## config.mk

```make
export PLATFORM = sky130hd
export DESIGN_NAME = uri_percent_codec_top_flat
export DESIGN_NICKNAME = d
export VERILOG_FILES = /design/src/hw/rtl/upc_pkg.sv /design/src/hw/rtl/upc_if.sv /design/src/hw/rtl/upc_front.sv /design/src/hw/rtl/upc_queue.sv /design/src/hw/rtl/upc_back.sv /design/src/hw/rtl/uri_percent_codec_top.sv /design/src/flat_wrapper.sv
export SDC_FILE = /design/constraint.sdc
export NUM_CORES = 1
export LEC_CHECK = 0
export ABC_AREA = 0
export BUFFER_PORTS_ARGS = -buffer_cell sky130_fd_sc_hd__buf_2
export CORE_ASPECT_RATIO = 1.4
export CORE_MARGIN = 8
export CORE_UTILIZATION = 50
export CTS_CLUSTER_DIAMETER = 200
export DETAILED_ROUTE_END_ITERATION = 10
export PLACE_DENSITY = 0.68
export REMOVE_ABC_BUFFERS = 1
export SLEW_MARGIN = 20
export SYNTH_ARGS = -nofsm -noshare
export SYNTH_HDL_FRONTEND = slang
export SYNTH_HIERARCHICAL = 1
export SYNTH_SLANG_ARGS = --single-unit
```

## constraint.sdc

```tcl
create_clock -name clk_i -period 3.3 [get_ports clk_i]
set_input_delay 0.66 -clock clk_i [delete_from_list [all_inputs] [get_ports clk_i]]
set_output_delay 0.66 -clock clk_i [all_outputs]
set_load 0.01 [all_outputs]
```

## src/hw/rtl/upc_pkg.sv

```systemverilog
// Shared types, constants and helper functions of the URI percent codec.
// No dependencies; all other files of the codec refer to this package.
`default_nettype none

package upc_pkg;

  // Number of commands buffered between the front and the back.
  localparam int unsigned QueueDepth = 4;

  localparam int unsigned CfgIdxW = 2;
  typedef logic [CfgIdxW-1:0] cfg_idx_t;

  localparam cfg_idx_t CfgDirection = 2'd0;
  localparam cfg_idx_t CfgComponent = 2'd1;
  localparam cfg_idx_t CfgSecondary = 2'd2;

  localparam logic [7:0] PctChar = 8'h25;

  typedef struct packed {
    logic direction;
    logic component_mode;
    logic secondary_mode;
  } cfg_t;

  // OP_LIT sends the byte as it is, OP_HEX sends '%' and two hex digits.
  typedef enum logic {
    OP_LIT = 1'b0,
    OP_HEX = 1'b1
  } op_e;

  typedef struct packed {
    op_e        op;
    logic [7:0] data;
    logic       str_end;
  } cmd_t;

  // Upper-case ASCII hex digit of a nibble.
  function automatic logic [7:0] hex_char(input logic [3:0] nib);
    logic [7:0] wide;
    wide = {4'b0000, nib};
    if (nib < 4'd10) begin
      return 8'h30 + wide;
    end
    return 8'h37 + wide;
  endfunction

endpackage

`default_nettype wire

```

## src/hw/rtl/upc_if.sv

```systemverilog
// Stream interfaces of the URI percent codec: input bytes, result bytes and
// register writes. Depends on upc_pkg.
`default_nettype none

interface upc_in_if;
  logic       valid;
  logic       ready;
  logic [7:0] in_byte;
  logic       in_end;

  modport source (output valid, output in_byte, output in_end, input ready);
  modport sink   (input valid, input in_byte, input in_end, output ready);
endinterface

interface upc_out_if;
  logic       valid;
  logic       ready;
  logic [7:0] out_byte;
  logic       run_last;
  logic       string_end;

  modport source (output valid, output out_byte, output run_last, output string_end,
                  input ready);
  modport sink   (input valid, input out_byte, input run_last, input string_end,
                  output ready);
endinterface

interface upc_cfg_if;
  logic              valid;
  logic              ready;
  upc_pkg::cfg_idx_t index;
  logic              data;

  modport source (output valid, output index, output data, input ready);
  modport sink   (input valid, input index, input data, output ready);
endinterface

`default_nettype wire

```

## src/hw/rtl/upc_front.sv

```systemverilog
// Front of the codec: accepts input bytes, tracks the escape state of the
// decoder and turns each byte into at most one command. Depends on upc_pkg, upc_if.
`default_nettype none

module upc_front (
  input  wire logic          clk_i,
  input  wire logic          rst_ni,
  input  wire upc_pkg::cfg_t cfg_i,
  upc_in_if.sink             in_i,
  input  wire logic          full_i,
  output logic               push_o,
  output upc_pkg::cmd_t      cmd_o
);

  typedef enum logic [3:0] {
    ESC_IDLE = 4'b0001,
    ESC_PCT  = 4'b0010,
    ESC_HIGH = 4'b0100,
    ESC_BAD  = 4'b1000
  } esc_e;

  esc_e       esc_q, esc_d;
  logic [3:0] nib_q, nib_d;
  logic       accept;
  logic       emit;
  logic [4:0] hv;

  function automatic logic must_encode(input logic [7:0] c, input logic comp,
                                       input logic sec);
    logic keep;
    keep = 1'b0;
    if (c inside {[8'h41:8'h5A], [8'h61:8'h7A], [8'h30:8'h39]}) begin
      keep = 1'b1;
    end
    // - _ . ! ~ * ' ( )
    if (c inside {8'h2D, 8'h5F, 8'h2E, 8'h21, 8'h7E, 8'h2A, 8'h27, 8'h28, 8'h29}) begin
      keep = 1'b1;
    end
    if (!comp) begin
      // ; / ? : @ & = + $ , #
      if (c inside {8'h3B, 8'h2F, 8'h3F, 8'h3A, 8'h40, 8'h26, 8'h3D, 8'h2B, 8'h24,
                    8'h2C, 8'h23}) begin
        keep = 1'b1;
      end
      if (c == upc_pkg::PctChar && sec) begin
        keep = 1'b1;
      end
    end
    return !keep;
  endfunction

  // Bit 4 flags a hex digit, bits 3:0 hold its value.
  function automatic logic [4:0] hex_value(input logic [7:0] c);
    if (c inside {[8'h30:8'h39]}) begin
      return {1'b1, c[3:0]};
    end
    if (c inside {[8'h41:8'h46], [8'h61:8'h66]}) begin
      return {1'b1, c[3:0] + 4'd9};
    end
    return 5'b00000;
  endfunction

  assign in_i.ready = !full_i;
  assign accept     = in_i.valid && !full_i;
  assign push_o     = accept && emit;
  assign hv         = hex_value(in_i.in_byte);

  always_comb begin
    esc_d         = esc_q;
    nib_d         = nib_q;
    emit          = 1'b0;
    cmd_o.op      = upc_pkg::OP_LIT;
    cmd_o.data    = in_i.in_byte;
    cmd_o.str_end = in_i.in_end;
    if (!cfg_i.direction) begin
      esc_d = ESC_IDLE;
      nib_d = 4'h0;
      emit  = 1'b1;
      if (must_encode(in_i.in_byte, cfg_i.component_mode, cfg_i.secondary_mode)) begin
        cmd_o.op = upc_pkg::OP_HEX;
      end
    end else begin
      case (esc_q)
        ESC_IDLE: begin
          if (in_i.in_byte == upc_pkg::PctChar) begin
            esc_d      = ESC_PCT;
            nib_d      = 4'h0;
            emit       = in_i.in_end;
            cmd_o.data = 8'h00;
          end else begin
            emit = 1'b1;
          end
        end
        ESC_PCT: begin
          // A truncated escape flushes whatever digit value it holds so far.
          emit = in_i.in_end;
          if (hv[4]) begin
            esc_d      = ESC_HIGH;
            nib_d      = hv[3:0];
            cmd_o.data = {4'h0, hv[3:0]};
          end else begin
            esc_d      = ESC_BAD;
            nib_d      = 4'h0;
            cmd_o.data = 8'h00;
          end
        end
        ESC_HIGH: begin
          esc_d      = ESC_IDLE;
          emit       = 1'b1;
          cmd_o.data = hv[4] ? {nib_q, hv[3:0]} : {4'h0, nib_q};
        end
        default: begin
          esc_d      = ESC_IDLE;
          emit       = 1'b1;
          cmd_o.data = 8'h00;
        end
      endcase
      if (in_i.in_end) begin
        esc_d = ESC_IDLE;
        nib_d = 4'h0;
      end
    end
  end

  always_ff @(posedge clk_i or negedge rst_ni) begin
    if (!rst_ni) begin
      esc_q <= ESC_IDLE;
      nib_q <= 4'h0;
    end else if (accept) begin
      esc_q <= esc_d;
      nib_q <= nib_d;
    end
  end

endmodule

`default_nettype wire

```

## src/hw/rtl/upc_queue.sv

```systemverilog
// Short command queue between the front and the back of the codec.
// Depends on upc_pkg.
`default_nettype none

module upc_queue #(
  parameter int unsigned Depth = upc_pkg::QueueDepth
) (
  input  wire logic          clk_i,
  input  wire logic          rst_ni,
  input  wire logic          push_i,
  input  wire upc_pkg::cmd_t cmd_i,
  output logic               full_o,
  input  wire logic          pop_i,
  output logic               valid_o,
  output upc_pkg::cmd_t      cmd_o
);

  localparam int unsigned PtrW = (Depth > 1) ? $clog2(Depth) : 1;
  localparam int unsigned CntW = $clog2(Depth + 1);
  localparam logic [PtrW-1:0] LastPtr = PtrW'(Depth - 1);
  localparam logic [CntW-1:0] FullCnt = CntW'(Depth);

  upc_pkg::cmd_t   entry_q [Depth];
  logic [PtrW-1:0] wr_ptr_q, wr_ptr_d;
  logic [PtrW-1:0] rd_ptr_q, rd_ptr_d;
  logic [CntW-1:0] cnt_q, cnt_d;
  logic            do_push, do_pop;

  assign full_o  = (cnt_q == FullCnt);
  assign valid_o = (cnt_q != '0);
  assign cmd_o   = entry_q[rd_ptr_q];
  assign do_push = push_i && !full_o;
  assign do_pop  = pop_i && valid_o;

  always_comb begin
    wr_ptr_d = wr_ptr_q;
    rd_ptr_d = rd_ptr_q;
    cnt_d    = cnt_q;
    if (do_push) begin
      wr_ptr_d = (wr_ptr_q == LastPtr) ? '0 : wr_ptr_q + 1'b1;
    end
    if (do_pop) begin
      rd_ptr_d = (rd_ptr_q == LastPtr) ? '0 : rd_ptr_q + 1'b1;
    end
    if (do_push && !do_pop) begin
      cnt_d = cnt_q + 1'b1;
    end else if (do_pop && !do_push) begin
      cnt_d = cnt_q - 1'b1;
    end
  end

  always_ff @(posedge clk_i) begin
    if (do_push) begin
      entry_q[wr_ptr_q] <= cmd_i;
    end
  end

  always_ff @(posedge clk_i or negedge rst_ni) begin
    if (!rst_ni) begin
      wr_ptr_q <= '0;
      rd_ptr_q <= '0;
      cnt_q    <= '0;
    end else begin
      wr_ptr_q <= wr_ptr_d;
      rd_ptr_q <= rd_ptr_d;
      cnt_q    <= cnt_d;
    end
  end

endmodule

`default_nettype wire

```

## src/hw/rtl/upc_back.sv

```systemverilog
// Back of the codec: carries out queued commands, one result byte per cycle
// unless stalled, into a registered output stage. Depends on upc_pkg, upc_if.
`default_nettype none

module upc_back (
  input  wire logic          clk_i,
  input  wire logic          rst_ni,
  input  wire logic          valid_i,
  input  wire upc_pkg::cmd_t cmd_i,
  output logic               pop_o,
  upc_out_if.source          out_o
);

  typedef enum logic [2:0] {
    SEQ_PCT = 3'b001,
    SEQ_HI  = 3'b010,
    SEQ_LO  = 3'b100
  } seq_e;

  seq_e       seq_q, seq_d;
  logic       ov_q, ov_d;
  logic [7:0] byte_q, byte_d;
  logic       rl_q, rl_d;
  logic       se_q, se_d;
  logic       load;
  logic       legal;
  logic       last;

  // The output register may be refilled when it is empty or being taken.
  assign load = !ov_q || out_o.ready;

  always_comb begin
    byte_d = cmd_i.data;
    rl_d   = 1'b0;
    se_d   = 1'b0;
    last   = 1'b0;
    legal  = 1'b1;
    seq_d  = seq_q;
    case (seq_q)
      SEQ_PCT: begin
        if (cmd_i.op == upc_pkg::OP_HEX) begin
          byte_d = upc_pkg::PctChar;
        end else begin
          rl_d = 1'b1;
          se_d = cmd_i.str_end;
          last = 1'b1;
        end
      end
      SEQ_HI: begin
        byte_d = upc_pkg::hex_char(cmd_i.data[7:4]);
      end
      SEQ_LO: begin
        byte_d = upc_pkg::hex_char(cmd_i.data[3:0]);
        rl_d   = 1'b1;
        se_d   = cmd_i.str_end;
        last   = 1'b1;
      end
      default: begin
        legal = 1'b0;
      end
    endcase

    pop_o = 1'b0;
    ov_d  = ov_q;
    if (load) begin
      ov_d = valid_i && legal;
      if (!legal) begin
        seq_d = SEQ_PCT;
      end else if (valid_i) begin
        if (last) begin
          pop_o = 1'b1;
          seq_d = SEQ_PCT;
        end else if (seq_q == SEQ_PCT) begin
          seq_d = SEQ_HI;
        end else begin
          seq_d = SEQ_LO;
        end
      end
    end
  end

  always_ff @(posedge clk_i or negedge rst_ni) begin
    if (!rst_ni) begin
      seq_q <= SEQ_PCT;
      ov_q  <= 1'b0;
    end else begin
      seq_q <= seq_d;
      ov_q  <= ov_d;
    end
  end

  always_ff @(posedge clk_i) begin
    if (load) begin
      byte_q <= byte_d;
      rl_q   <= rl_d;
      se_q   <= se_d;
    end
  end

  assign out_o.valid      = ov_q;
  assign out_o.out_byte   = byte_q;
  assign out_o.run_last   = rl_q;
  assign out_o.string_end = se_q;

endmodule

`default_nettype wire

```

## src/hw/rtl/uri_percent_codec_top.sv

```systemverilog
// Top level of the URI percent codec: register file, front, command queue
// and back. Depends on upc_pkg, upc_if, upc_front, upc_queue, upc_back.
//
//   channel  direction  payload                          transfer when
//   in_i     sink       in_byte[7:0], in_end             valid && ready
//   out_o    source     out_byte[7:0], run_last, string_end  valid && ready
//   cfg_i    sink       index[1:0], data                 valid && ready (ready is 1)
//
// The front takes one byte per cycle while the queue has room. The back sends
// one result byte per cycle while the output is taken: a literal or decoded
// byte gives one result byte, an encoded byte three ('%' and two hex digits),
// so the back's single output byte sets the sustained rate. The first result
// of an input passes through the queue and then the output register.
// Reset clears the registers, the escape state and the queue. A stall on the
// output fills the queue before the input side sees ready drop.
`default_nettype none

module uri_percent_codec_top #(
  parameter int unsigned QueueDepth = upc_pkg::QueueDepth
) (
  input  wire logic clk_i,
  input  wire logic rst_ni,
  upc_in_if.sink    in_i,
  upc_out_if.source out_o,
  upc_cfg_if.sink   cfg_i
);

  upc_pkg::cfg_t cfg_q;
  logic          push;
  logic          full;
  logic          pop;
  logic          q_valid;
  upc_pkg::cmd_t front_cmd;
  upc_pkg::cmd_t back_cmd;

  assign cfg_i.ready = 1'b1;

  always_ff @(posedge clk_i or negedge rst_ni) begin
    if (!rst_ni) begin
      cfg_q <= '0;
    end else if (cfg_i.valid) begin
      case (cfg_i.index)
        upc_pkg::CfgDirection: cfg_q.direction      <= cfg_i.data;
        upc_pkg::CfgComponent: cfg_q.component_mode <= cfg_i.data;
        upc_pkg::CfgSecondary: cfg_q.secondary_mode <= cfg_i.data;
        default: ;
      endcase
    end
  end

  upc_front u_front (
    .clk_i  (clk_i),
    .rst_ni (rst_ni),
    .cfg_i  (cfg_q),
    .in_i   (in_i),
    .full_i (full),
    .push_o (push),
    .cmd_o  (front_cmd)
  );

  upc_queue #(
    .Depth (QueueDepth)
  ) u_queue (
    .clk_i   (clk_i),
    .rst_ni  (rst_ni),
    .push_i  (push),
    .cmd_i   (front_cmd),
    .full_o  (full),
    .pop_i   (pop),
    .valid_o (q_valid),
    .cmd_o   (back_cmd)
  );

  upc_back u_back (
    .clk_i   (clk_i),
    .rst_ni  (rst_ni),
    .valid_i (q_valid),
    .cmd_i   (back_cmd),
    .pop_o   (pop),
    .out_o   (out_o)
  );

endmodule

`default_nettype wire

```

## src/flat_wrapper.sv

```systemverilog
// flat-port wrapper written by rule: the top's interface ports become plain ports
module uri_percent_codec_top_flat 
#(
  parameter int unsigned QueueDepth = upc_pkg::QueueDepth
)
  (clk_i, rst_ni, in_i_valid, in_i_in_byte, in_i_in_end, in_i_ready, out_o_valid, out_o_out_byte, out_o_run_last, out_o_string_end, out_o_ready, cfg_i_valid, cfg_i_index, cfg_i_data, cfg_i_ready);
  upc_in_if in_i_i ();
  upc_out_if out_o_i ();
  upc_cfg_if cfg_i_i ();
  input  wire logic clk_i;
  input  wire logic rst_ni;
  input wire logic [$bits(in_i_i.valid)-1:0] in_i_valid;
  input wire logic [$bits(in_i_i.in_byte)-1:0] in_i_in_byte;
  input wire logic [$bits(in_i_i.in_end)-1:0] in_i_in_end;
  output wire logic [$bits(in_i_i.ready)-1:0] in_i_ready;
  output wire logic [$bits(out_o_i.valid)-1:0] out_o_valid;
  output wire logic [$bits(out_o_i.out_byte)-1:0] out_o_out_byte;
  output wire logic [$bits(out_o_i.run_last)-1:0] out_o_run_last;
  output wire logic [$bits(out_o_i.string_end)-1:0] out_o_string_end;
  input wire logic [$bits(out_o_i.ready)-1:0] out_o_ready;
  input wire logic [$bits(cfg_i_i.valid)-1:0] cfg_i_valid;
  input wire logic [$bits(cfg_i_i.index)-1:0] cfg_i_index;
  input wire logic [$bits(cfg_i_i.data)-1:0] cfg_i_data;
  output wire logic [$bits(cfg_i_i.ready)-1:0] cfg_i_ready;
  assign in_i_i.valid = in_i_valid;
  assign in_i_i.in_byte = in_i_in_byte;
  assign in_i_i.in_end = in_i_in_end;
  assign in_i_ready = in_i_i.ready;
  assign out_o_valid = out_o_i.valid;
  assign out_o_out_byte = out_o_i.out_byte;
  assign out_o_run_last = out_o_i.run_last;
  assign out_o_string_end = out_o_i.string_end;
  assign out_o_i.ready = out_o_ready;
  assign cfg_i_i.valid = cfg_i_valid;
  assign cfg_i_i.index = cfg_i_index;
  assign cfg_i_i.data = cfg_i_data;
  assign cfg_i_ready = cfg_i_i.ready;
  uri_percent_codec_top #(.QueueDepth(QueueDepth)) u_core (.clk_i(clk_i), .rst_ni(rst_ni), .in_i(in_i_i), .out_o(out_o_i), .cfg_i(cfg_i_i));
endmodule
```

# Word-level counts from Yosys, hierarchy flattened
# Memory sizes are Yosys's and may differ from the RTL's.
# Cells that the tools add are included.
[totals] register_bits=32 ramBits=40 output_inout_bits=13 elab_cells=162 n_memories=1
[op_classes] n_addsub=9 order_cmp=10 n_eq_ne=35 mux=62 reduce_logical=32
[memory_table] memory="u_core.u_queue.entry_q" words=4 word_bits=10 rd=1 rd_ports_with_merged_regs=0 write_ports=1 line="upc_queue.sv:23" rtl="upc_pkg::cmd_t entry_q [Depth];"
[ops] cell="$eq 8x6->1 const B" count=18
[ops] cell="$mux 8" count=8
[ops] cell="$pmux 8 s3" count=2
[ops] cell="$mux 4" count=9
[ops] cell="$le 8x7->1 const B" count=4
[ops] cell="$add 6x4->7 const A" count=4
[ops] cell="$mux 1" count=26
[ops] cell="$eq 8x7->1 const B" count=3
[ops] cell="$mux 5" count=4
[ops] cell="$mux 3" count=6
[ops] cell="$ge 8x7->1 const B" count=2
[ops] cell="$pmux 4 s2" count=2
[ops] cell="$logic_and 1x1->1" count=13
[ops] cell="$reduce_bool 11->1" count=1
[ops] cell="$reduce_and 2->1" count=5
[ops] cell="$reduce_bool 9->1" count=1
[ops] cell="$ge 8x6->1 const B" count=1
[ops] cell="$le 8x6->1 const B" count=1
[ops] cell="$lt 4x4->1 const B" count=2
[ops] cell="$ne 4x4->1 const B" count=2
[ops] cell="$eq 2x2->1 const B" count=3
[ops] cell="$eq 3x3->1 const B" count=2
[ops] cell="$pmux 1 s2" count=3
[ops] cell="$reduce_bool 3->1" count=2
[ops] cell="other kinds (18)" count=24

# Depth between registers and ports, before layout
# Gate-level depths: netlist of run 1.
[logic_depth] word_depth=11 mapped_depth=13 depth_no_buf=12

# Cells and area by module
# The synthesis of run 1 kept the hierarchy.
[modules_own_cells] module="upc_queue" n_inst=1 cells_per_inst=89 area_per_inst_um2=1898.1 seq_area_each_um2=1376.3
[modules_own_cells] module="upc_front" n_inst=1 cells_per_inst=135 area_per_inst_um2=1101.1 seq_area_each_um2=201.4
[modules_own_cells] module="upc_back" n_inst=1 cells_per_inst=108 area_per_inst_um2=1033.5 seq_area_each_um2=401.6
[modules_own_cells] module="uri_percent_codec_top" n_inst=1 cells_per_inst=11 area_per_inst_um2=147.6 seq_area_each_um2=75.1

# Worst setup path before layout of run 1
# Ideal clock, no wire load.
[synth_path] path_kind="reg-to-reg" from="reg u_core.u_queue.rd_ptr_q[0]" to="reg u_core.u_queue.cnt_q[1]" arrival_time_ns=2.873 t_required_ns=3.175 setup_slack_ns=0.303 path_stages_with_launch=11 cell_sequence="dfrtp_1 buf_4 mux4_2 or3b_1 a21oi_2 and3_1 nand2_4 ha_1 inv_1 fa_1 mux2_2"
[synth_lines] element="start, declared" line="upc_queue.sv:25" rtl="logic [PtrW-1:0] rd_ptr_q, rd_ptr_d;"
[synth_lines] element="start signal, assigned" line="upc_queue.sv:65" rtl="rd_ptr_q <= rd_ptr_d;"
[synth_lines] element="end signal, assigned" line="upc_queue.sv:66" rtl="cnt_q <= cnt_d;"
[synth_lines] element="end, declared" line="upc_queue.sv:26" rtl="logic [CntW-1:0] cnt_q, cnt_d;"

==> summary.md, run 1 <==
| Metric | Value |
|---|---|
| Cts hold-fix bufs | `0` |
| Wire per inst | `18.1 um` |
| Status | `completed` |
| Synth top area cells | `edfxtp_1, dfrtp_1, mux4_2` |
| Slowest cell on the critical path | `mux4_2` |
| CTS tree | `done` |
| Delay-heaviest family, CP | `multiplexers` |
| Setup violations, final | `0` |
| NumNets Final | `399` |
| Power Total | `3.83 mW` |
| Post-CTS Setup Repair Bufs | `0` |
| Clock slew seen by the registers of the worst setup and hold paths | `0.05 ns` |
| HPWL after DPL | `6580 um` |
| Worst-path maximum fanout | `5` |
| Top cell type's share of synthesized area | `35.9%` |
| First-pass GRT wire length | `14,100 um` |
| Count of different cell masters after synthesis | `83` |
| PD cells | `823 nW/um2` |
| H-tree depth | `3` |
| CP endpoint kind | `register` |
| Area of the core | `8150 um2` |
| Clock Latency Late Sink | `0.32 ns` |
| Layout area overhead | `11.1%` |
| CP peak stage delay | `0.56 ns` |
| Max-cap violation count | `0` |
| Vias per inst | `6.02` |
| Clock Tree Root | `clkbuf_16` |
| Ys async rst share | `30.6%` |
| Initial antenna violation count | `0` |
| Unrepaired setup endpoints after global routing | `no` |
| Worst setup startpoint | `u_core/u_queue/rd_ptr_q[0]` |
| I/O Buffers | `28` |
| Std-Cell Rows | `39` |
| Die area | `11,600 um2` |
| Syn avg cell area | `12.2 um2` |
| Syn Std Cell Area | `4180 um2` |
| Cell internal pwr | `2.55 mW` |
| N_diodes | `0` |
| Layout Skew | `0.00432 ns` |
| Sum Neg Setup Slack | `0 ns` |
| Element type at the critical path start | `register` |
| Remaining Overflow, GRT | `0` |
| Final wirelength | `8620 um` |
| Worst Path Arrival | `3.05 ns` |
| Top FF cell, synth | `edfxtp_1` |
| CTS resizes | `0` |
| Final min period | `2.84 ns` |
| Pleak | `1.76 nW` |
| Post-synth EDFFs | `50` |
| Worst EP required | `3.51 ns` |
| Layout cells sized above 1 | `23.5%` |
| Max Slew Vio Count | `0` |
| Most numerous cell in the Yosys netlist | `edfxtp_1` |
| Initial DRC count | `125` |
| Clock buffer depth | `2` |
| Post-Syn Instances | `343` |
| Reg-to-reg startpoint | `u_core/u_queue/rd_ptr_q[0]` |
| Sequential power share | `37.9%` |
| Routability congestion estimate | `1.03` |
| Warnings, synthesis | `6` |
| Commonest cells in the netlist | `edfxtp_1, o21ai_0, dfrtp_1, inv_1, nor2_1` |
| Total CTS buffers | `9` |
| Die width | `93.3 um` |
| NetSw | `1.28 mW` |
| Synth area leader | `edfxtp_1` |
| Register bit count reported by yosys | `72` |
| Initial core utilization | `51.3%` |
| Hold Fails Final Rpt | `0` |
| Setup CP Type | `reg2reg` |
| # fillers | `671` |
| Vias in the first global route | `2,883` |
| Crit path buffers/inverters | `1` |
| Seq/Total Area, Yosys | `49.1%` |
| Post-DRT Antenna Nets | `0` |
| Clock Sinks | `72` |
| Vias after detailed routing | `2,867` |
| DRC | `0` |
| Slew @ Worst Pin | `0.656 ns` |
| Comb pwr share | `38.6%` |
| Drt pass-1 iters | `4` |
| Worst IR drop on VDD | `0.000426 V` |
| Inst Count DP | `460` |
| Max frequency | `353 MHz` |
| Crit path cell chain | `mux4_2 > or3b_1 > a21oi_2 > and3_1 > nand2_4 > ha_1 > inv_1 > fa_1 > mux2_2` |
| Final worst-path cycle share | `85.9%` |
| Clk pwr share | `23.5%` |
| Slew headroom | `56.0%` |
| Non-Filler Instances | `476` |
| Die height | `124 um` |
| Switching part of the total | `33.4%` |
| GRT Total Usage | `15.9%` |
| Hold crit path type | `in2async` |
| Maximum number of pins on one net before global-route repair | `23` |
| # IOs | `30` |
-- registers in the layout, summed over array words and instances, names as in the netlist, 2 cells and up --
register,flops
u_core/u_back/seq_q,3
u_core/u_queue/rd_ptr_q,2
u_core/u_queue/cnt_q,3
u_core/u_front/nib_q,4
u_core/u_back/out_o.out_byte,8
u_core/u_queue/wr_ptr_q,2
u_core/u_queue/entry_q,40
u_core/u_front/esc_q,4
u_core/cfg_q,3
-- cell type report --
class / count / area (um2) / area share [%]
multi-input combinational: 232 / 1920 / 41.4
clock buffer: 11 / 233 / 5.01
sequential: 72 / 2050 / 44.2
clock inverter: 5 / 48.8 / 1.05
tap: 102 / 128 / 2.75
timing repair buffer: 34 / 185 / 3.99
inverter: 20 / 75.1 / 1.62
-- placed cells by master, fill, tap and decap left out, drive strengths merged, types with 4 or more instances in the layout --
cell	n
mux2	9
buf	34
or3b	6
o21a	5
a32o	5
nand4	4
o2111ai	4
ha	12
and3	5
nand2	15
inv	20
dfrtp	20
o211ai	9
o21ai	26
a21oi	10
mux4	10
nor2b	13
clkbuf	11
a31oi	4
nor2	15
edfxtp	50
clkinv	4
and2	6
nand3b	4
nor3b	7
-- per-layer routing --
| layer | GRT usage (%) | wire length, um | vias to the layer above |
|---|---|---|---|
| met3 | 3.44 | 403 | 26 |
| li1 | - | - | 1381 |
| met2 | 29.0 | 4610 | 95 |
| met4 | 10.3 | 376 | 0 |
| met1 | 15.9 | 3230 | 1365 |
| met5 | 0 | 0 | - |
-- per-stage QoR --
stage | utilization [%] | hold WS (ns) | instance area, um2 | setup WS, ns
after global placement | 53.6 | 0.482 | 4360 | 0.384
after floorplan | - | 0.364 | 4050 | 0.177
after global routing | 57.0 | 0.346 | 4650 | 0.376
after detailed placement | 53.6 | 0.506 | 4360 | 0.308
after CTS | 57.0 | 0.322 | 4650 | 0.460
final | 57.0 | 0.317 | 4650 | 0.465
-- kinds of logic (layout without fill, tap and decap cells) --
logic type               after synthesis  after routing  share of synthesized area (%)
AO/OA/AOI/OAI                         92             92                           15.7
flip-flops                            72             72                           49.1
AND/OR/NAND/NOR                      100            100                           16.6
adder cells (fa/ha/maj)               14             14                           4.31
XOR/XNOR                               6              6                           1.26
buffers and inverters                 39             70                           4.88
other                                  1              1                         0.0897
multiplexers                          19             19                           7.99
-- power groups by stage --
| stage | combinational (mW) | sequential (mW) | clock [mW] |
|---|---|---|---|
| 2_1_floorplan | 1.02 | 1.51 | 0 |
| 3_3_place_gp | 1.46 | 1.45 | 0 |
| 5_1_grt | 1.65 | 1.48 | 0.955 |
| 3_5_place_dp | 1.49 | 1.47 | 0 |
| 4_1_cts | 1.50 | 1.45 | 0.926 |
| 6_report | 1.48 | 1.45 | 0.900 |
-- worst register-to-register path, cell delays in order (launching register included) --
cell and delay, ns:
dfrtp_1 0.37, mux4_2 0.56, or3b_1 0.39, a21oi_2 0.17
and3_1 0.22, nand2_4 0.07, ha_1 0.20, inv_1 0.08
fa_1 0.41, mux2_2 0.26
-- worst paths after layout --
path / to / slack (ns) / depth (start not counted)
max reg2reg: u_core/u_queue/cnt_q[1] / 0.46 / 9
min: u_core/u_queue/cnt_q[2] / 0.32 / 1
max in group asynchronous: u_core/u_front/esc_q[0] / 2.62 / 1
min reg2reg: u_core/u_queue/cnt_q[2] / 0.52 / 1
min in group clk_i: u_core/u_queue/cnt_q[2] / 0.52 / 1
max: u_core/u_queue/cnt_q[1] / 0.46 / 9
No activity file was read; power rests on OpenSTA's default activity.
==> inputs of run 2 (changes only) <==
--- a/config.mk
+++ b/config.mk
@@ -8,7 +8,6 @@
 export ABC_AREA = 0
 export BUFFER_PORTS_ARGS = -buffer_cell sky130_fd_sc_hd__buf_2
 export CORE_ASPECT_RATIO = 1.4
-export CORE_MARGIN = 8
 export CORE_UTILIZATION = 50
 export CTS_CLUSTER_DIAMETER = 200
 export DETAILED_ROUTE_END_ITERATION = 10
==> run 2 against run 1 <==
  * Sequential share of layout area shrank 0.30 points
  * Sequential power is essentially flat
  * Cell count grew 0.21%
  * Clock power grew 10%
  * Power grew 2.6%
  * Global-route usage grew 5.5 points
  * Flip-flop and latch count is the same
  * Clock-buffer cell count grew 1
  * Largest cell class unchanged
  * First-iteration DRC count shrank 0.80%
  * Critical endpoint unchanged
  * Critical path depth is the same
==> summary.md, run 2 (synthesized netlist as in run 1, its figures left out) <==
| Metric | Value |
|---|---|
| Commonest non-fill, non-tap cell in the layout | `edfxtp_1` |
| # IOs | `30` |
| Unrepaired setup endpoints after global routing | `no` |
| Die area | `8740 um2` |
| Sequential power share | `36.6%` |
| Total CTS buffers | `9` |
| Sum Neg Setup Slack | `0 ns` |
| Vias in the first global route | `2,842` |
| Initial antenna violation count | `0` |
| NetSw | `1.29 mW` |
| H-tree depth | `3` |
| Clk pwr share | `25.3%` |
| PD cells | `839 nW/um2` |
| Worst EP required | `3.51 ns` |
| DRC | `0` |
| Element type at the critical path start | `register` |
| CP endpoint kind | `register` |
| Largest Register | `u_core/u_queue/entry_q` |
| Clock Sinks | `72` |
| Wire per inst | `17.8 um` |
| I/O Buffers | `28` |
| Pleak | `1.77 nW` |
| Max Slew Vio Count | `0` |
| Fin Hold WS | `0.320 ns` |
| Initial core utilization | `51.3%` |
| Clock slew seen by the registers of the worst setup and hold paths | `0.05 ns` |
| Crit path cell chain | `mux4_2 > or3b_1 > a21oi_2 > and3_1 > nand2_4 > ha_1 > inv_1 > fa_1 > mux2_2` |
| Slew headroom | `62.1%` |
| Maximum number of pins on one net before global-route repair | `23` |
| Worst IR drop on VDD | `0.000410 V` |
| Comb pwr share | `38.1%` |
| Vias per inst | `6.09` |
| Max frequency | `353 MHz` |
| Final wirelength | `8490 um` |
| Clock buffer depth | `2` |
| Setup violations, final | `0` |
| Hold crit path type | `in2async` |
| NumNets Final | `400` |
| Die width | `79.3 um` |
| HPWL after DPL | `6340 um` |
| Worst Path Arrival | `3.04 ns` |
| Remaining Overflow, GRT | `0` |
| Slew @ Worst Pin | `0.564 ns` |
| Std-Cell Rows | `39` |
| First-pass GRT wire length | `13,700 um` |
| Inst Count DP | `461` |
| CP peak stage delay | `0.56 ns` |
| Switching part of the total | `32.9%` |
| Final worst-path cycle share | `85.8%` |
| Status | `completed` |
| CTS tree | `done` |
| Vias after detailed routing | `2,903` |
| Cts hold-fix bufs | `0` |
| Post-CTS Setup Repair Bufs | `0` |
| Most frequent cells in the layout | `edfxtp_1, buf_2, o21ai_0, dfrtp_1, inv_1` |
| N_diodes | `0` |
| # fillers | `659` |
| Layout Skew | `0.00730 ns` |
| Layout cells sized above 1 | `23.5%` |
| Slowest cell on the critical path | `mux4_2` |
| Drt pass-1 iters | `5` |
| CTS resizes | `0` |
| Cell internal pwr | `2.63 mW` |
| Max-cap violation count | `0` |
| Die height | `110 um` |
| Clock Latency Late Sink | `0.33 ns` |
| Layout area overhead | `11.9%` |
| Hold Fails Final Rpt | `0` |
| Clock Tree Root | `clkbuf_16` |
| Routability congestion estimate | `0.996` |
| Final min period | `2.83 ns` |
| Area of the core | `8150 um2` |
| Worst-path maximum fanout | `5` |
| Initial DRC count | `124` |
| Post-DRT Antenna Nets | `0` |
| Max reg flops | `40` |
| GRT Total Usage | `21.4%` |
| Non-Filler Instances | `477` |
| Setup CP Type | `reg2reg` |
| Power Total | `3.93 mW` |
[run 2: changes by cell type in the layout (fill, tap and decap cells not counted)]
cell       previous run  this run
bufinv_16             1         2
clkinv_2              3         1
buf_4                 6         7
clkbuf_1              2         3
[run 2: worst paths after layout]
kind	startpoint	endpoint	slack [ns]	cells past startpoint
max	u_core/u_queue/rd_ptr_q[0]	u_core/u_queue/cnt_q[1]	0.47	9
min	rst_ni	u_core/u_queue/wr_ptr_q[1]	0.32	1
max reg2reg	u_core/u_queue/rd_ptr_q[0]	u_core/u_queue/cnt_q[1]	0.47	9
min reg2reg	u_core/u_queue/cnt_q[2]	u_core/u_queue/cnt_q[2]	0.49	1
max in group asynchronous	rst_ni	u_core/u_back/seq_q[0]	2.60	1
min in group clk_i	u_core/u_queue/cnt_q[2]	u_core/u_queue/cnt_q[2]	0.49	1
[run 2: area by class of cell]
type	count	area (um2)	share of cell area, %
clock inverter	4	68.8	1.47
tap	102	128	2.73
timing repair buffer	35	193	4.12
inverter	20	75.1	1.61
multi-input combinational	232	1920	41.1
sequential	72	2050	43.9
clock buffer	12	236	5.06
[run 2: worst max-delay path: cells and delay by family, from the launching register on]
family | cells | cell delay (ns)
AO/OA/AOI/OAI | 1 | 0.17
AND/OR/NAND/NOR | 3 | 0.69
flip-flops | 1 | 0.37
buffers and inverters | 1 | 0.07
multiplexers | 2 | 0.82
adder cells (fa/ha/maj) | 2 | 0.60
[run 2: through the flow]
step | utilization [%] | cell area (um2) | setup slack (ns)
6_report | 57.4 | 4680 | 0.470
3_3_place_gp | 53.6 | 4370 | 0.387
3_5_place_dp | 53.6 | 4370 | 0.309
2_1_floorplan | - | 4050 | 0.177
4_1_cts | 57.4 | 4680 | 0.459
5_1_grt | 57.4 | 4680 | 0.339
[run 2: power by group through the flow]
stage,combinational [mW],clock [mW],sequential (mW)
CTS,1.51,1.01,1.44
global route,1.66,1.05,1.47
global placement,1.46,0,1.44
floorplan,1.02,0,1.51
detailed placement,1.50,0,1.46
finish,1.50,0.991,1.44
[run 2: layer usage]
layer,up-vias,global-route usage [%],part of all wire [%]
li1,1383,-,-
met1,1401,21.6,38
met2,94,38.7,54
met3,25,4.77,3.7
met4,0,15.2,4.8
met5,-,0,0
==> inputs of run 3 (changes only) <==
--- a/config.mk
+++ b/config.mk
@@ -6,12 +6,12 @@
 export NUM_CORES = 1
 export LEC_CHECK = 0
 export ABC_AREA = 0
-export BUFFER_PORTS_ARGS = -buffer_cell sky130_fd_sc_hd__buf_2
 export CORE_ASPECT_RATIO = 1.4
+export CORE_MARGIN = 2
 export CORE_UTILIZATION = 50
 export CTS_CLUSTER_DIAMETER = 200
 export DETAILED_ROUTE_END_ITERATION = 10
-export PLACE_DENSITY = 0.68
+export DONT_BUFFER_PORTS = 1
 export REMOVE_ABC_BUFFERS = 1
 export SLEW_MARGIN = 20
 export SYNTH_ARGS = -nofsm -noshare
==> run 3 against run 2 <==
  * Flip-flop and latch count is the same
  * Clock skew about the same
  * Sequential power is 3% higher
  * Clock power down 8.6%
  * Cell count down 5.9%
  * Register-to-register slack gained 0.02 ns
  * Maximum frequency rose by 0.82%
  * Critical path depth unchanged
  * Global-route usage about the same
  * Critical path type unchanged
  * Largest cell class unchanged
==> summary.md, run 3 (synthesized netlist as in run 1, its figures left out) <==
| Metric | Value |
|---|---|
| PD cells | `835 nW/um2` |
| Setup violations, final | `0` |
| Worst IR drop on VDD | `0.000372 V` |
| Vias after detailed routing | `2,837` |
| Reg-to-reg startpoint | `u_core/u_queue/rd_ptr_q[0]` |
| Sequential power share | `39.6%` |
| Fin Hold WS | `0.0250 ns` |
| Pleak | `1.66 nW` |
| CP peak stage delay | `0.55 ns` |
| Worst-path maximum fanout | `5` |
| Drt pass-1 iters | `4` |
| Worst Path Arrival | `3.02 ns` |
| Max Slew Vio Count | `0` |
| Most frequent cells in the layout | `edfxtp_1, o21ai_0, dfrtp_1, inv_1, nor2_1` |
| Clock Sinks | `72` |
| Hold Fails Final Rpt | `0` |
| Comb pwr share | `36.4%` |
| Status | `completed` |
| DRC | `0` |
| Non-Filler Instances | `449` |
| Max frequency | `356 MHz` |
| Die height | `112 um` |
| Area of the core | `8150 um2` |
| Slew headroom | `61.5%` |
| Layout Skew | `0.00708 ns` |
| Die area | `9120 um2` |
| Final wirelength | `8930 um` |
| Delay-heaviest family, CP | `multiplexers` |
| H-tree depth | `3` |
| Max-cap violation count | `0` |
| Worst EP required | `3.51 ns` |
| Maximum number of pins on one net before global-route repair | `23` |
| Final worst-path cycle share | `85.1%` |
| Initial DRC count | `119` |
| NumNets Final | `372` |
| Clock slew seen by the registers of the worst setup and hold paths | `0.06 ns` |
| Initial antenna violation count | `0` |
| Reg2reg end | `u_core/u_queue/cnt_q[1]` |
| First-pass GRT wire length | `14,500 um` |
| I/O Buffers | `0` |
| CP endpoint kind | `register` |
| Clock Tree Root | `clkbuf_16` |
| Setup ws final | `0.493 ns` |
| Total CTS buffers | `9` |
| Max reg flops | `40` |
| Cell internal pwr | `2.47 mW` |
| # IOs | `30` |
| Vias in the first global route | `2,805` |
| Final min period | `2.81 ns` |
| Largest Register | `u_core/u_queue/entry_q` |
| Cell depth of the worst flop-to-flop path | `9` |
| Setup CP Type | `reg2reg` |
| Vias per inst | `6.32` |
| Switching part of the total | `34.4%` |
| Wire per inst | `19.9 um` |
| HPWL after DPL | `6570 um` |
| Layout area overhead | `8.05%` |
| Pre-CTS WS | `0.483 ns` |
| Unrepaired setup endpoints after global routing | `no` |
| Cts hold-fix bufs | `0` |
| CP Depth | `9` |
| Crit path cell chain | `mux4_2 > or3b_1 > a21oi_2 > and3_1 > nand2_4 > ha_1 > inv_1 > fa_1 > mux2_2` |
| Layout cells sized above 1 | `18.2%` |
| CTS tree | `done` |
| Hold crit path type | `in2async` |
| Std-Cell Rows | `39` |
| Slew @ Worst Pin | `0.576 ns` |
| Element type at the critical path start | `register` |
| Initial core utilization | `51.3%` |
| Crit path to | `u_core/u_queue/cnt_q[1]` |
| Slowest cell on the critical path | `mux4_2` |
| Power Total | `3.77 mW` |
| Sum Neg Setup Slack | `0 ns` |
| Commonest non-fill, non-tap cell in the layout | `edfxtp_1` |
| Clock buffer depth | `2` |
| Die width | `81.3 um` |
| Post-CTS Setup Repair Bufs | `0` |
| Crit path buffers/inverters | `1` |
| Worst setup startpoint | `u_core/u_queue/rd_ptr_q[0]` |
| N_diodes | `0` |
| GRT Total Usage | `21.4%` |
| CTS resizes | `0` |
| Remaining Overflow, GRT | `0` |
| Post-DRT Antenna Nets | `0` |
| Internal reg-to-reg setup slack | `0.49 ns` |
| Routability congestion estimate | `0.918` |
| Clock Latency Late Sink | `0.33 ns` |
| NetSw | `1.30 mW` |
| Clk pwr share | `24.0%` |
| Inst Count DP | `433` |
-- run 3: final cells by class --
cell class              instances  area (um2)
inverters                      20        75.1
fillers                       718        3630
multi-input cells             232        1920
flip-flops and latches         72        2050
clock inverters                 4        28.8
clock buffers                  12         256
repair buffers                  7        52.6
well taps                     102         128
-- run 3: worst min-delay path by stage --
stage	start	endpoint	slack (ns)	cells past startpoint
floorplan	rst_ni	u_core/cfg_q[0]	0.36	0
global placement	rst_ni	u_core/u_queue/cnt_q[1]	0.37	0
detailed placement	rst_ni	u_core/u_queue/cnt_q[1]	0.37	0
CTS	rst_ni	u_core/u_queue/cnt_q[0]	0.01	0
global route	rst_ni	u_core/u_queue/wr_ptr_q[1]	0.003	0
finish	rst_ni	u_core/u_queue/rd_ptr_q[0]	0.02	0
-- run 3: worst reg2reg max path, cell delays in order (launching register included) --
cell and delay (ns):
dfrtp_1 0.37, mux4_2 0.55, or3b_1 0.38, a21oi_2 0.17
and3_1 0.22, nand2_4 0.07, ha_1 0.20, inv_1 0.07
fa_1 0.40, mux2_2 0.26
-- run 3: power groups by stage --
| stage | sequential, mW | combinational [mW] | clock (mW) |
|---|---|---|---|
| final | 1.49 | 1.37 | 0.906 |
| after global routing | 1.53 | 1.55 | 0.974 |
| after CTS | 1.50 | 1.38 | 0.931 |
| after detailed placement | 1.52 | 1.38 | 0 |
| after global placement | 1.50 | 1.35 | 0 |
| after floorplan | 1.51 | 1.02 | 0 |
-- run 3: metrics by stage --
step	utilization (%)	instance area (um2)
5_1_grt	55.4	4520
3_3_place_gp	51.9	4230
4_1_cts	55.4	4520
2_1_floorplan	-	4050
3_5_place_dp	51.9	4230
6_report	55.4	4520
-- run 3: layer usage --
| layer | share of wire (%) | track usage, % |
|---|---|---|
| met5 | 0 | 0 |
| met2 | 56 | 39.2 |
| met3 | 3.8 | 5.39 |
| met4 | 3.4 | 9.60 |
| met1 | 37 | 22.1 |
